==> src/sv/mcm_pkg.sv <==
package mcm_pkg;

  localparam int ELEM_W    = 32;
  localparam int NUM_LANES = 4;
  localparam int LANE_W    = 2;
  localparam int PROD_W    = 2 * ELEM_W;
  // four full products need two guard bits
  localparam int ACC_W     = PROD_W + 2;

  localparam logic MODE_LOAD = 1'b0;
  localparam logic MODE_MUL  = 1'b1;

  typedef logic signed [ELEM_W-1:0] elem_t;
  typedef logic signed [PROD_W-1:0] prod_t;
  typedef logic signed [ACC_W-1:0]  acc_t;

  typedef enum logic [1:0] {
    ST_IDLE,
    ST_MUL,
    ST_ACC,
    ST_FIN
  } state_e;

  typedef struct packed {
    logic              load_we;   // write one column of the left matrix
    logic              start;     // capture right column, clear sums
    logic              mul_en;    // register the products of one term
    logic              acc_en;    // add registered products into the sums
    logic              out_load;  // round, saturate and fill output register
    logic [LANE_W-1:0] term;      // which term k is being multiplied
  } cmd_t;

endpackage

==> src/sv/mcm_ctrl.sv <==
module mcm_ctrl (
  input  logic          clk_i,
  input  logic          rst_ni,
  input  logic          in_valid_i,
  input  logic          mode_i,
  input  logic          out_stall_i,
  output logic          in_stall_o,
  output logic          out_valid_o,
  output mcm_pkg::cmd_t cmd_o
);

  mcm_pkg::state_e                   state_q, state_d;
  logic [mcm_pkg::LANE_W-1:0]        term_q, term_d;
  logic                              out_valid_q, out_valid_d;
  logic                              in_take;
  logic                              out_free;

  assign in_stall_o  = (state_q != mcm_pkg::ST_IDLE);
  assign out_valid_o = out_valid_q;
  assign in_take     = in_valid_i && !in_stall_o;
  assign out_free    = !out_valid_q || !out_stall_i;

  always_ff @(posedge clk_i or negedge rst_ni) begin
    if (!rst_ni) begin
      state_q     <= mcm_pkg::ST_IDLE;
      term_q      <= '0;
      out_valid_q <= 1'b0;
    end else begin
      state_q     <= state_d;
      term_q      <= term_d;
      out_valid_q <= out_valid_d;
    end
  end

  always_comb begin
    state_d      = state_q;
    term_d       = term_q;
    cmd_o        = '0;
    cmd_o.term   = term_q;
    out_valid_d  = out_valid_q && out_stall_i;
    case (state_q)
      mcm_pkg::ST_IDLE: begin
        if (in_take) begin
          if (mode_i == mcm_pkg::MODE_MUL) begin
            cmd_o.start = 1'b1;
            term_d      = '0;
            state_d     = mcm_pkg::ST_MUL;
          end else begin
            cmd_o.load_we = 1'b1;
          end
        end
      end
      mcm_pkg::ST_MUL: begin
        cmd_o.mul_en = 1'b1;
        // the products registered for the previous term are added; the first term has none
        cmd_o.acc_en = (term_q != '0);
        term_d       = term_q + 1'b1;
        if (term_q == mcm_pkg::LANE_W'(mcm_pkg::NUM_LANES - 1)) begin
          state_d = mcm_pkg::ST_ACC;
        end
      end
      mcm_pkg::ST_ACC: begin
        cmd_o.acc_en = 1'b1;
        state_d      = mcm_pkg::ST_FIN;
      end
      mcm_pkg::ST_FIN: begin
        if (out_free) begin
          cmd_o.out_load = 1'b1;
          out_valid_d    = 1'b1;
          state_d        = mcm_pkg::ST_IDLE;
        end
      end
      default: begin
        state_d = mcm_pkg::ST_IDLE;
      end
    endcase
  end

endmodule

==> config.mk <==
export PLATFORM = sky130hd
export DESIGN_NAME = mcm_ctrl
export DESIGN_NICKNAME = d
export VERILOG_FILES = /design/src/sv/mcm_pkg.sv /design/src/sv/mcm_ctrl.sv
export SDC_FILE = /design/constraint.sdc
export NUM_CORES = 1
export LEC_CHECK = 0
export BUFFER_PORTS_ARGS = -buffer_cell sky130_fd_sc_hd__buf_2
export CELL_PAD_IN_SITES_DETAIL_PLACEMENT = 2
export CELL_PAD_IN_SITES_GLOBAL_PLACEMENT = 2
export CORE_MARGIN = 3
export CORE_UTILIZATION = 24
export CTS_CLUSTER_DIAMETER = 200
export DETAILED_ROUTE_END_ITERATION = 12
export PLACE_DENSITY = 0.81
export SYNTH_ARGS = -nofsm -noshare
export SYNTH_HDL_FRONTEND = slang
export SYNTH_SLANG_ARGS = --single-unit
==> constraint.sdc <==
create_clock -name clk_i -period 1.4 [get_ports clk_i]
set_input_delay 0.21 -clock clk_i [delete_from_list [all_inputs] [get_ports clk_i]]
set_output_delay 0.21 -clock clk_i [all_outputs]
set_load 0.02 [all_outputs]
# Word-level counts from Yosys, hierarchy flattened
# Index checks and enable logic that the tools add are counted.
# word_totals
register_bits	5
out_inout_bits	9
word_cells	42
# op_classes
eq_ne	8
muxes	18
addsub	1
reduce_logical	12
# op_table
operator	n
$mux 2	8
$ne 2x2->1 const B	4
$pmux 2 s4	1
$mux 1	7
$eq 2x2->1 const B	3
$reduce_bool 2->1	3
$pmux 2 s2	1
$reduce_and 4->1	1
$logic_not 1->1	3
$reduce_and 3->1	1
$add 2x1->2 const B	1
$eq 2x1->1 const B	1
$logic_and 1x1->1	2
$logic_not 2->1	1
$pmux 1 s2	1
$logic_or 1x1->1	1

# Longest topological paths before layout
# Gate-level depths: netlist of the first run.
# logic_depth
depth_word	5
ltp_mapped	5
ltp_nobuf	5

# Least setup slack after synthesis of the first run
# No wires, ideal clock.
# synth_path
kind	register to output
start	register state_q[0]
end	output cmd_o[6] (netlist name)
path_buffers	0
arrival_time_ps	1327
required_time_ps	1190
stages_incl_launch_ff	5
setup_slack_ps	-137
cell_sequence	dfrtp_1 -> inv_1 -> ha_1 -> inv_1 -> nor3_1
# synth_lines
item	line_no	source
start: declaration	mcm_ctrl.sv:12	mcm_pkg::state_e state_q, state_d;
start signal: assignment	mcm_ctrl.sv:25	state_q <= mcm_pkg::ST_IDLE;
start signal: assignment	mcm_ctrl.sv:29	state_q <= state_d;
end: declaration	mcm_ctrl.sv:9	output mcm_pkg::cmd_t cmd_o

==> flow_metrics.py, run 1 <==
metrics = {
    "yosys": {
        "synth_seq_cells": 5,
        "synth_cells": 39,
        "ys_types": 16,
        "syn-num-nets": 52,
        "ys_warn_count": 0,
        "ys_seq_area_frac": 0.3205,
        "netlist_area_um2": 390.4,
        "syn_area_per_cell_um2": 10.01,
    },
    "grt": {
        "grtUsageTotal": 0.1601,
        "grt_pass1_vias": 438,
        "grt_pass1_wl_um": 2166,
        "antenna_found_initial": 0,
        "grt_max_degree": 6,
        "grt_remaining_overflow": 0,
    },
    "power": {
        "intPower_mw": 1.066,
        "p_leak_nw": 0.3511,
        "power_frac_clock": 0.093,
        "p_sw_frac": 0.4417,
        "p_comb_frac": 0.748,
        "power_density_mw_per_mm2": 2583,
        "p_seq_frac": 0.159,
        "p_switching_uw": 843.5,
        "total_power_mw": 1.910,
        "ir_worst_vdd_v": 0.001249,
    },
    "sta": {
        "finalClockSkew_ns": 0.004584,
        "fmax_mhz": 639.2,
        "hold_viol": 0,
        "hold_ws_ns": 0.2291,
        "slew_headroom": 0.8381,
        "setup_ws_ns": -0.1646,
        "period_minus_slack_ns": 1.565,
        "min_period_over_period": 1.118,
        "tightest_slew_ns": 0.2428,
        "setup_viol": 9,
        "rsz0062_at_grt": "true",
        "maxSlewViolCount": 0,
    },
    "route": {
        "wirelength_um": 1472,
        "drtPass1Iterations": 1,
        "wl_per_cell_um": 17.73,
        "vias": 391,
        "antenna_left": 0,
        "drt-met1-wl_um": 651,
        "detail_route.vias_per_cell": 4.711,
        "wl_met2_um": 727,
        "drc_errors": 0,
        "dr_wl_met3_um": 66,
        "top_signal_layer_used": "met4",
        "first_iter_violations": 0,
    },
    "critical_path": {
        "worstSetupPathType": "flip-flop to output port",
        "critPathLaunchType": "flip-flop",
        "critPathMaxFanout": 4,
        "regToRegSetupSlack_ns": -0.14,
        "cp-end-kind": "output port",
        "crit_required_ns": 1.19,
        "cp.arrival_ns": 1.35,
    },
    "floorplan": {
        "core_mm2": 0.001415,
        "num_rows": 13,
        "die_h_um": 46.33,
        "die-area_mm2": 0.002146,
        "num_io_pins": 14,
        "fp.dieW_um": 46.33,
        "initial_core_util": 0.2759,
    },
    "cells_and_area": {
        "areaGrowthSynthToFinish_pct": 89.42,
        "fin_nets": 82,
        "antennaDiodeCount": 0,
        "drive_gt1_frac": 0.7206,
    },
    "placed_design": {
        "place.port_buffers": 13,
        "routabilityCongestion": 0.7213,
        "hpwl_um": 899.8,
    },
    "worst_hold_path": {
        "min_path_type": "input pin to flip-flop",
    },
    "clock_network": {
        "cts.sinks": 5,
        "cts_tree": "built",
        "clk_pin_slew_worst_paths_ns": 0.05,
        "clock_latency_ns": 0.25,
        "clock_path_buffers": 2,
        "numCtsBuffers": 3,
        "htreeDepth": 1,
        "root_buffer": "clkbuf_4",
    },
    "status": {
        "status": "finished with violations",
        "violations": "setup timing",
    },
    "flow_run": {
        "drv_cap": 0,
    },
}
[area by class of cell]
class,instances,area [um2]
Fill cell,136,675.6
Multi-Input combinational cell,28,342.8
Timing Repair Buffer,25,192.7
Sequential cell,5,126.4
Inverter,6,32.53
Clock buffer,4,26.28
Tap cell,15,18.77
[kinds of logic after synthesis]
logic type | count (synthesis) | synth area share
adder cells (fa/ha/maj) | 8 | 0.2564
AO/OA/AOI/OAI | 5 | 0.1186
AND/OR/NAND/NOR | 11 | 0.1314
multiplexers | 4 | 0.1154
buffers and inverters | 6 | 0.05769
flip-flops | 5 | 0.3205
[worst paths after layout]
path,from,end,cells past startpoint
setup / recovery,state_q[0]$_DFFE_PN0P_,cmd_o[6],5
hold / removal,out_stall_i,out_valid_o$_DFF_PN0_,2
setup reg to reg,state_q[1]$_DFFE_PN0P_,state_q[1]$_DFFE_PN0P_,6
hold reg to reg,term_q[0]$_DFFE_PN0P_,term_q[0]$_DFFE_PN0P_,2
max in group asynchronous,rst_ni,state_q[0]$_DFFE_PN0P_,2
min in group asynchronous,rst_ni,state_q[0]$_DFFE_PN0P_,2
[power by group through the flow]
stage / clock [mW] / sequential, mW / combinational (mW)
global route: 0.200 / 0.311 / 1.54
finish: 0.178 / 0.303 / 1.43
detailed placement: 0 / 0.263 / 0.936
global placement: 0 / 0.256 / 0.898
floorplan: 0 / 0.297 / 0.541
CTS: 0.188 / 0.292 / 1.21
[cell usage after synthesis]
cell type  n  share of area
a2bb2oi_1  1          0.022
o21a_1     1          0.019
a21boi_0   1          0.019
nand2_1    4          0.038
nand3_1    1          0.013
o221ai_2   1          0.038
mux2_4     1          0.038
and2_4     1          0.022
ha_1       8           0.26
dfrtp_1    5           0.32
a21o_1     1          0.019
nand2b_1   1          0.016
inv_1      6          0.058
nor3_1     1          0.013
nor2_1     3          0.029
mux2i_1    3          0.077
[sequential cells by signal, summed over array words and instances, names as in the netlist]
| register | flops |
|---|---|
| out_valid_o | 1 |
| state_q | 2 |
| term_q | 2 |
[stage by stage]
stage / area (um2) / setup TNS, ns / util / cells / setup slack [ns]
2_1_floorplan: 395.4 / 0 / - / 39 / 0.006243
6_report: 739.5 / -0.9009 / 0.5225 / 83 / -0.1646
3_5_place_dp: 516.7 / -0.1832 / 0.3652 / 72 / -0.06225
3_3_place_gp: 516.7 / -0.009528 / 0.3652 / 72 / -0.008869
4_1_cts: 664.4 / -0.5473 / 0.4695 / 77 / -0.1424
5_1_grt: 739.5 / -1.464 / 0.5225 / 83 / -0.2326
[metal layers]
layer / track usage / up-vias
met3: 0.07031 / 4
met1: 0.1763 / 192
met5: 0 / -
met2: 0.2555 / 9
li1: - / 186
met4: 0.08523 / 0
[worst max-delay path, stage by stage, from the launching register on]
cell     delay [ns]
dfrtp_2        0.46
inv_4          0.12
ha_4           0.15
inv_4          0.05
nor3_4         0.17
buf_6          0.14
[placed cells by master, fill, tap and decap left out, types with 2 or more instances in the layout]
cell,n
buf_6,6
buf_4,10
clkbuf_4,3
nor2_2,2
inv_4,4
ha_4,5
mux2i_1,3
nand2_1,3
buf_2,8
ha_2,2
dfrtp_1,4
[repair_timing]
item,CTS,global route
gates resized for setup,30,10
endpoints found under the setup margin,10,10
hold buffers,1,0
pin swaps,2,7
endpoints found under the hold margin,5,0
buffers inserted,0,6
(Power assumes the default switching activity.)
==> run 2, diff against run 1 <==
--- a/config.mk
+++ b/config.mk
@@ -8,11 +8,11 @@
 export BUFFER_PORTS_ARGS = -buffer_cell sky130_fd_sc_hd__buf_2
 export CELL_PAD_IN_SITES_DETAIL_PLACEMENT = 2
 export CELL_PAD_IN_SITES_GLOBAL_PLACEMENT = 2
-export CORE_MARGIN = 3
-export CORE_UTILIZATION = 24
+export CORE_MARGIN = 2
+export CORE_UTILIZATION = 26
 export CTS_CLUSTER_DIAMETER = 200
 export DETAILED_ROUTE_END_ITERATION = 12
-export PLACE_DENSITY = 0.81
+export PLACE_DENSITY = 0.83
 export SYNTH_ARGS = -nofsm -noshare
 export SYNTH_HDL_FRONTEND = slang
 export SYNTH_SLANG_ARGS = --single-unit
==> constraint.sdc (replaced) <==
create_clock -name clk_i -period 1.5 [get_ports clk_i]
set_input_delay 0.225 -clock clk_i [delete_from_list [all_inputs] [get_ports clk_i]]
set_output_delay 0.225 -clock clk_i [all_outputs]
set_load 0.02 [all_outputs]
==> flow_metrics.py, run 2 (synthesis results as in run 1) <==
metrics = {
    "sta": {
        "slew_headroom": 0.8912,
        "tightest_slew_ns": 0.1587,
        "finalClockSkew_ns": 0.004489,
        "setup_viol": 5,
        "hold_viol": 0,
        "setup_ws_ns": -0.07921,
        "rsz0062_at_grt": "true",
        "fmax_mhz": 633.2,
        "maxSlewViolCount": 0,
        "min_period_over_period": 1.053,
        "period_minus_slack_ns": 1.579,
    },
    "critical_path": {
        "critPathLaunchType": "flip-flop",
        "cpLargestDelayFamily": "flip-flops",
        "cp_num_cells": 6,
        "slowest_stage": "dfrtp_1",
        "crit_start": "state_q[1]$_DFFE_PN0P_",
        "regToRegSetupSlack_ns": -0.02,
        "cp.arrival_ns": 1.35,
        "cp-end-kind": "output port",
        "crit-reg2reg-capture": "state_q[1]$_DFFE_PN0P_",
        "crit_required_ns": 1.27,
        "critPathMaxFanout": 3,
        "crit_chain": "inv_2 > buf_12 > ha_4 > nand2_1 > nor2_1 > buf_4",
        "rr_worst_depth": 7,
        "reg2reg_from": "state_q[1]$_DFFE_PN0P_",
        "crit_end": "cmd_o[5]",
        "worstSetupPathType": "flip-flop to output port",
        "cpPeakStageDelay_ns": 0.39,
        "crit_buf_inv": 3,
    },
    "status": {
        "violations": "setup timing",
        "status": "finished with violations",
    },
    "route": {
        "vias": 380,
        "drtPass1Iterations": 3,
        "first_iter_violations": 2,
        "antenna_left": 0,
        "detail_route.vias_per_cell": 4.691,
        "wirelength_um": 1419,
        "wl_per_cell_um": 17.52,
        "drc_errors": 0,
    },
    "floorplan": {
        "die_h_um": 42.75,
        "num_rows": 13,
        "core_mm2": 0.001350,
        "die-area_mm2": 0.001828,
        "num_io_pins": 14,
        "fp.dieW_um": 42.75,
        "initial_core_util": 0.2892,
    },
    "cells_and_area": {
        "areaGrowthSynthToFinish_pct": 74.68,
        "num-fill-cells": 144,
        "final_cell_mix": "buf_4, buf_2",
        "fin_nets": 80,
        "stdcell_area_um2": 681.9,
        "drive_gt1_frac": 0.6212,
        "finalNonFillerCells": 81,
        "antennaDiodeCount": 0,
        "layout_commonest_cell": "buf_4",
    },
    "clock_network": {
        "htreeDepth": 1,
        "cts_tree": "built",
        "clk_pin_slew_worst_paths_ns": 0.04,
        "cts.sinks": 5,
        "numCtsBuffers": 3,
        "root_buffer": "clkbuf_4",
        "clock_path_buffers": 2,
        "clock_latency_ns": 0.25,
    },
    "flow_run": {
        "drv_cap": 0,
    },
    "grt": {
        "grt_pass1_vias": 420,
        "grtUsageTotal": 0.1649,
        "grt_max_degree": 6,
        "grt_pass1_wl_um": 2132,
        "grt_remaining_overflow": 0,
        "antenna_found_initial": 0,
    },
    "worst_hold_path": {
        "min_path_type": "input pin to flip-flop",
    },
    "power": {
        "p_leak_nw": 0.3318,
        "p_seq_frac": 0.160,
        "p_switching_uw": 727.1,
        "total_power_mw": 1.671,
        "ir_worst_vdd_v": 0.001093,
        "intPower_uw": 943.9,
        "power_frac_clock": 0.098,
        "p_comb_frac": 0.741,
        "p_sw_frac": 0.4351,
        "power_density_mw_per_mm2": 2450,
    },
    "placed_design": {
        "routabilityCongestion": 0.7226,
        "post-place-cells": 70,
        "place.port_buffers": 13,
        "postPlaceCellArea_um2": 501.7,
        "dp_slack_ns": -0.02942,
        "hpwl_um": 826.8,
    },
}
==> run 2: area by class of cell <==
| class | count | area, um2 | share of cell area |
|---|---|---|---|
| inverters | 6 | 25.02 | 0.03670 |
| flip-flops and latches | 5 | 126.4 | 0.1853 |
| clock buffers | 4 | 26.28 | 0.03853 |
| multi-input cells | 28 | 314.1 | 0.4606 |
| repair buffers | 23 | 171.4 | 0.2514 |
| well taps | 15 | 18.77 | 0.02752 |
==> run 2: routing by layer <==
| metal | global-route usage | share of wire |
|---|---|---|
| met5 | 0 | 0 |
| met4 | 0.03750 | 0 |
| met3 | 0.07660 | 0.036 |
| met2 | 0.2758 | 0.57 |
| met1 | 0.1893 | 0.40 |
==> run 2: metrics by stage <==
| step | utilization | TNS (ns) | hold slack (ns) |
|---|---|---|---|
| 2_1_floorplan | - | 0 | -0.07059 |
| 3_3_place_gp | 0.3716 | 0 | 0.04630 |
| 3_5_place_dp | 0.3716 | -0.02942 | 0.05002 |
| 4_1_cts | 0.4791 | -0.08148 | 0.2042 |
| 5_1_grt | 0.5051 | -0.7458 | 0.2336 |
| 6_report | 0.5051 | -0.2389 | 0.2450 |
==> run 2: how the worst min path moves through the flow <==
stage,from,endpoint,slack [ns],cells past startpoint
floorplan,rst_ni,out_valid_o$_DFF_PN0_,-0.07,0
CTS,out_stall_i,out_valid_o$_DFF_PN0_,0.20,2
global route,out_stall_i,out_valid_o$_DFF_PN0_,0.23,2
detailed placement,rst_ni,term_q[1]$_DFFE_PN0P_,0.05,1
finish,out_stall_i,out_valid_o$_DFF_PN0_,0.24,2
global placement,rst_ni,term_q[1]$_DFFE_PN0P_,0.05,1
==> run 2: repair_timing <==
action,CTS,global route
resized for setup,18,7
endpoints found under the hold margin,5,0
endpoints found under the setup margin,5,6
pin swaps,3,2
buffers inserted,5,1
hold buffers,1,0
==> run 2: power groups by stage <==
stage | sequential [mW] | clock [mW] | combinational [mW]
finish | 0.268 | 0.164 | 1.24
floorplan | 0.278 | 0 | 0.500
detailed placement | 0.248 | 0 | 0.812
global placement | 0.243 | 0 | 0.782
global route | 0.273 | 0.179 | 1.34
CTS | 0.247 | 0.172 | 1.10
